===== src/sv/lps_queue.sv =====
`timescale 1ns / 1ps
// lps_queue: two-entry FIFO between the front and the back.
// No dependencies.
module lps_queue #(
  parameter int W = 76
) (
  input  logic         clk,
  input  logic         rst,
  input  logic         push,
  input  logic [W-1:0] wdata,
  output logic         ready,
  input  logic         pop,
  output logic         valid,
  output logic [W-1:0] rdata
);

  logic [W-1:0] mem [2];
  logic         wptr, rptr;
  logic [1:0]   cnt;

  assign ready = cnt != 2'd2;
  assign valid = cnt != 2'd0;
  assign rdata = mem[rptr];

  always_ff @(posedge clk) begin
    if (rst) begin
      wptr <= 1'b0;
      rptr <= 1'b0;
      cnt  <= 2'd0;
    end else begin
      if (push) wptr <= !wptr;
      if (pop)  rptr <= !rptr;
      case ({push, pop})
        2'b10:   cnt <= cnt + 2'd1;
        2'b01:   cnt <= cnt - 2'd1;
        default: cnt <= cnt;
      endcase
    end
  end

  always_ff @(posedge clk) begin
    if (push) mem[wptr] <= wdata;
  end

endmodule


===== config.mk =====
export PLATFORM = sky130hd
export DESIGN_NAME = lps_queue
export DESIGN_NICKNAME = d
export VERILOG_FILES = /design/src/sv/lps_queue.sv
export SDC_FILE = /design/constraint.sdc
export NUM_CORES = 1
export LEC_CHECK = 0
export ABC_AREA = 1
export BUFFER_PORTS_ARGS = -buffer_cell sky130_fd_sc_hd__buf_4
export CAP_MARGIN = 10
export CORE_MARGIN = 8
export CORE_UTILIZATION = 47
export CTS_BUF_LIST = sky130_fd_sc_hd__clkbuf_16
export DETAILED_ROUTE_END_ITERATION = 8
export GPL_ROUTABILITY_DRIVEN = 0
export PLACE_DENSITY = 0.75
export RECOVER_POWER = 50
export REMOVE_ABC_BUFFERS = 1
export SYNTH_ARGS = -nofsm -noshare
export SYNTH_HDL_FRONTEND = slang
export SYNTH_SLANG_ARGS = --single-unit

===== constraint.sdc =====
create_clock -name clk -period 4.41 [get_ports clk]
set_input_delay 0.441 -clock clk [delete_from_list [all_inputs] [get_ports clk]]
set_output_delay 0.441 -clock clk [all_outputs]
set_load 0.01 [all_outputs]

==> metrics.csv, run 1 <==
stage,metric,value,unit
synthesis,synth_area,5860,um^2
sta,relSlewSlack,-82.5,%
power_and_ir_drop,intPower,2770,uW
floorplan,boundaryPins,158,
floorplan,core,12400,um^2
min_path,hp-start,rst,
floorplan,fp.dieH,128,um
critical_path,critical_path_class,register to register,
synthesis,ys_ff_latch,157,
clock_tree,cts_tree,built,
placed_design,place_hpwl,7440,um
critical_path,critPathMaxFanout,46,
final_layout,drive_gt1_share,53.1,%
grt,track_usage,13.7,%
final_layout,multi_input_area,1110,um^2
critical_path,slowest_delay,2.00,ns
route,vias_per_cell,4.69,
final_layout,seq_area,4670,um^2
clock_tree,clockBufferDepth,2,
route,drc,0,
critical_path,startpoint,wptr,
route,drtIter0Drc,119,
route,routed_wl,10900,um
critical_path,cp-end-kind,register,
grt,grt_pass1_vias,3257,
critical_path,crit_arrival,3.13,ns
sta,rsz0062_at_grt,no,
sta,min_period,3.04,ns
route,vias,2929,
min_path,hold_class,input port to register,
sta,setup_violations,0,
clock_tree,cts-root-buf,clkbuf_16,
power_and_ir_drop,comb_power_share,11.0,%
clock_tree,cts_buffers,17,
power_and_ir_drop,p_sw,750,uW
route,first_pass_iters,4,
route,ant_nets,0,
clock_tree,clock_latency,0.41,ns
floorplan,start_util,47.2,%
sta,drv_slew,31,
final_layout,syn2layout_area_growth,31.1,%
power_and_ir_drop,power,3520,uW
final_layout,fillers,949,
floorplan,die-area,16300,um^2
status,violations,"max-capacitance violations, max-slew violations",
synthesis,avgSynthCellArea,21.9,um^2
clock_tree,cts_max_level,4,
critical_path,cp_slowest_cell,nor2_1,
power_and_ir_drop,p_per_area,459,nW/um^2
critical_path,cp.required,4.49,ns
final_layout,nNetsFinal,520,
sta,tns,0,ns
sta,hold_viol_final,0,
route,wl_per_cell,17.5,um
power_and_ir_drop,p_sw_share,21.3,%
floorplan,die-width,128,um
clock_tree,clock-sinks,157,
status,outcome,finished with violations,
critical_path,critPathLaunchType,register,
power_and_ir_drop,vdd_drop_max,321,uV
sta,layout_worst_path_cycle_share,69.0,%
final_layout,num_antenna_cells,0,
sta,timing.fmax,329,MHz
synthesis,synth_top_area_cell,edfxtp_1,
power_and_ir_drop,pwr-share-clk,38.7,%
synthesis,netlist-cell-type-count,17,
clock_tree,cts.clk_slew.worst_paths,0.06,ns
critical_path,crit_chain,"nor2_1, buf_12",
sta,worstMarginPinSlew,2.73,ns
power_and_ir_drop,leakage,0.00292,uW
placed_design,numPortBuffers,157,
power_and_ir_drop,seqPwrFrac,50.4,%
critical_path,path_buf_inv,1,
synthesis,postSynthCellCount,268,
grt,grt_pass1_wl,16800,um
synthesis,seq_area_frac_synth,79.6,%
critical_path,reg2reg_from,wptr,
flow_run,drv_cap,1,
clock_tree,hold_buffers,0,
clock_tree,postCtsSetupRepairBufs,0,
grt,grt_max_degree,66,
synthesis,yosys_warnings,0,
synthesis,synth.top_cell.area_share,77.9,%
grt,grt-ovfl-total,0,
sta,skew,0.00798,ns
floorplan,rows,41,
critical_path,critical-path-top-delay-family,simple AND/OR/NAND/NOR gates,
clock_tree,cts_resized,0,
synthesis,yosys-top-cells-area,"edfxtp_1 (78%), mux2_4 (10%), mux2_2 (6.9%)",
grt,antenna_found_initial,0,
## Yosys cell counts
cell,number
buf_6,4
ha_1,1
nand4_1,1
inv_1,6
edfxtp_1,152
or2_2,1
mux2_4,40
dfxtp_1,5
nand2_1,6
o21ai_0,1
nor2_1,8
xnor2_1,1
buf_2,3
a21oi_1,1
buf_4,1
mux2_2,36
nor3_1,1
## cell usage in the layout, fill, tap and decap left out, drive strengths merged
| cell type | Yosys | routed |
|---|---|---|
| a21oi | 1 | 1 |
| buf | 8 | 81 |
| bufinv | 0 | 2 |
| clkbuf | 0 | 96 |
| clkinv | 0 | 10 |
| clkinvlp | 0 | 2 |
| dfxtp | 5 | 5 |
| edfxtp | 152 | 152 |
| ha | 1 | 1 |
| inv | 6 | 7 |
| mux2 | 76 | 76 |
| nand2 | 6 | 6 |
| nand4 | 1 | 1 |
| nor2 | 8 | 8 |
| nor3 | 1 | 1 |
| o21ai | 1 | 1 |
| or2 | 1 | 1 |
| xnor2 | 1 | 1 |
## per-stage QoR
stage | util [%] | setup WS, ns | instance area (um^2) | instances | hold slack, ns
floorplan | - | 0.211 | 5790 | 260 | 0.480
global placement | 58.3 | 2.00 | 7240 | 592 | 0.492
detailed placement | 58.3 | 1.99 | 7240 | 592 | 0.504
CTS | 62.8 | 1.53 | 7790 | 624 | 0.187
global route | 61.9 | 1.08 | 7680 | 624 | 0.200
finish | 61.9 | 1.37 | 7680 | 624 | 0.209
## worst paths after layout
check                                   to  slack [ns]  cells after the start
worst min register to register        wptr        0.51                      2
worst min-delay path              register        0.21                      2
worst max register to register  mem[0][64]        1.37                      2
worst max-delay path            mem[0][64]        1.37                      2
## power by group through the flow
stage | logic (uW) | clock network [uW] | registers, uW
floorplan | 203 | 0 | 1800
global placement | 402 | 0 | 1800
detailed placement | 408 | 0 | 1810
CTS | 410 | 1390 | 1780
global route | 416 | 1440 | 1780
finish | 386 | 1360 | 1770
## sequential cells by signal (all words and copies together), names as in the netlist, named ones only
| name | cells |
|---|---|
| mem | 152 |
| cnt | 2 |
| rptr | 1 |
| wptr | 1 |
## cell families (layout without fill, tap and decap cells)
group	count (synthesis)	in the layout	share of synthesized area [%]
buffers and inverters	14	198	1.54
AO/OA/AOI/OAI	2	2	0.171
flip-flops	157	157	79.6
adder cells (fa/ha/maj)	1	1	0.213
multiplexers	76	76	17.2
AND/OR/NAND/NOR	17	17	1.20
XOR/XNOR	1	1	0.149
## routing by layer
metal  share of wire, %  vias up  track usage, %
li1                   -     1385               -
met1                 40     1426            14.9
met2                 50      103            22.7
met3                8.1       15            5.82
met4                1.8        0            6.29
met5                  0        -               0
## layout make-up
cell class	instances	share of cell area [%]
clock buffer	17	5.54
clock inverter	15	1.74
inverter	6	0.309
multi-input combinational	97	14.4
sequential	157	60.8
tap	172	2.80
timing repair buffer	160	14.4
Power figures use the tool's default switching activity.
==> run 2, diff against run 1 <==
Settings changed: CORE_UTILIZATION 47 to 52, PLACE_DENSITY 0.75 to 0.79.
Clock period 4.41 ns to 3.06 ns, I/O delays scaled along.
==> metrics.csv, run 2 (synthesis results as in run 1) <==
stage,metric,value,unit
flow_run,drv_cap,1,
critical_path,crit_arrival,1.91,ns
clock_tree,cts_max_level,4,
clock_tree,hold_buffers,0,
grt,antenna_found_initial,0,
route,vias_per_cell,5.03,
grt,grt_pass1_wl,16700,um
final_layout,final_cell_mix,"edfxtp_1 (152), buf_4 (81), clkbuf_4 (54)",
floorplan,boundaryPins,158,
clock_tree,cts_resized,0,
sta,tns,0,ns
grt,grt_pass1_vias,3291,
sta,hold_slack,0.0707,ns
placed_design,dpl_cell_area,7220,um^2
clock_tree,cts_tree,built,
critical_path,cp.required,2.75,ns
route,vias,2980,
grt,grt_max_degree,60,
final_layout,largest_register_ffs,152,
final_layout,nNetsFinal,521,
final_layout,final_common_cell,edfxtp_1,
final_layout,design_area,7730,um^2
route,first_pass_iters,5,
placed_design,numPortBuffers,157,
floorplan,die-area,14900,um^2
clock_tree,cts_buffers,17,
power_and_ir_drop,leakage,0.00295,uW
sta,hold_viol_final,0,
critical_path,cp-end-kind,primary output,
sta,rsz0062_at_grt,no,
sta,min_period,2.21,ns
route,routed_wl,11100,um
sta,worstMarginPinSlew,1.52,ns
route,drc,0,
power_and_ir_drop,power,5230,uW
power_and_ir_drop,p_per_area,676,nW/um^2
floorplan,fp.dieH,122,um
final_layout,regMostFlops,mem,
status,violations,"max-capacitance violations, max-slew violations",
placed_design,place_inst,561,
power_and_ir_drop,vdd_drop_max,375,uV
sta,drv_slew,28,
floorplan,core,10900,um^2
critical_path,critical_path_class,register to primary output,
status,outcome,finished with violations,
final_layout,fillers,728,
placed_design,place_hpwl,7560,um
final_layout,drive_gt1_share,54.1,%
floorplan,rows,38,
sta,layout_worst_path_cycle_share,72.3,%
clock_tree,cts-root-buf,clkbuf_16,
sta,setup_violations,0,
critical_path,critPathMaxFanout,59,
floorplan,die-width,122,um
clock_tree,clock-sinks,157,
critical_path,critPathLaunchType,register,
final_layout,syn2layout_area_growth,31.9,%
route,ant_nets,0,
min_path,hold_class,input port to register,
final_layout,top_regs,"mem x152, cnt x2",
route,drtIter0Drc,241,
final_layout,fin_cells,593,
route,wl_per_cell,18.7,um
clock_tree,postCtsSetupRepairBufs,0,
grt,grt-ovfl-total,0,
sta,skew,0.0116,ns
final_layout,num_antenna_cells,0,
floorplan,start_util,53.6,%
clock_tree,clockBufferDepth,2,
clock_tree,cts.clk_slew.worst_paths,0.06,ns
clock_tree,clock_latency,0.41,ns
sta,relSlewSlack,-1.39,%
sta,timing.fmax,452,MHz
grt,track_usage,15.2,%
## run 2: cell types whose count changed in the layout (fill, tap and decap cells not counted), sizes merged
| cell | change |
|---|---|
| clkinvlp | +4 |
| clkbuf | -1 |
| buf | +2 |
| bufinv | +2 |
| clkinv | -8 |
| inv | +2 |
## run 2: final timing paths
kind | startpoint | to | slack, ns | cells after the start
max | register | rdata[19] | 0.85 | 3
min | rst | register | 0.07 | 2
max reg2reg | wptr | mem[1][55] | 0.89 | 3
min reg2reg | rptr | rptr | 0.52 | 2
## run 2: report_power, final
group	switching [uW]	internal (uW)
Combinational	262	327
Clock	764	1350
Sequential	38.5	2490
Total	1060	4160
## run 2: metal layers
layer | global-route usage (%) | part of all wire [%] | up-vias
met3 | 6.71 | 9.9 | 14
met2 | 25.9 | 52 | 117
met1 | 15.8 | 37 | 1454
li1 | - | - | 1395
met5 | 0 | 0 | -
met4 | 7.39 | 1.5 | 0
## run 2: per-stage QoR
step | worst slack [ns] | util, %
floorplan | -1.00 | -
global placement | 1.30 | 66.0
detailed placement | 1.29 | 66.0
CTS | 0.836 | 71.5
global route | 0.748 | 70.7
finish | 0.848 | 70.7
## run 2: final cells by class
cell class	count	area [um^2]	share of cell area [%]
flip-flops and latches	157	4670	60.4
repair buffers	161	1140	14.8
multi-input cells	97	1110	14.4
clock buffers	17	425	5.50
clock inverters	15	183	2.36
well taps	140	175	2.27
inverters	6	23.8	0.307
## run 2: worst max-delay path, cell delays in order (launching register included)
cell and delay [ns]:
dfxtp_4 0.50, buf_12 0.37, mux2_2 0.40, buf_4 0.15
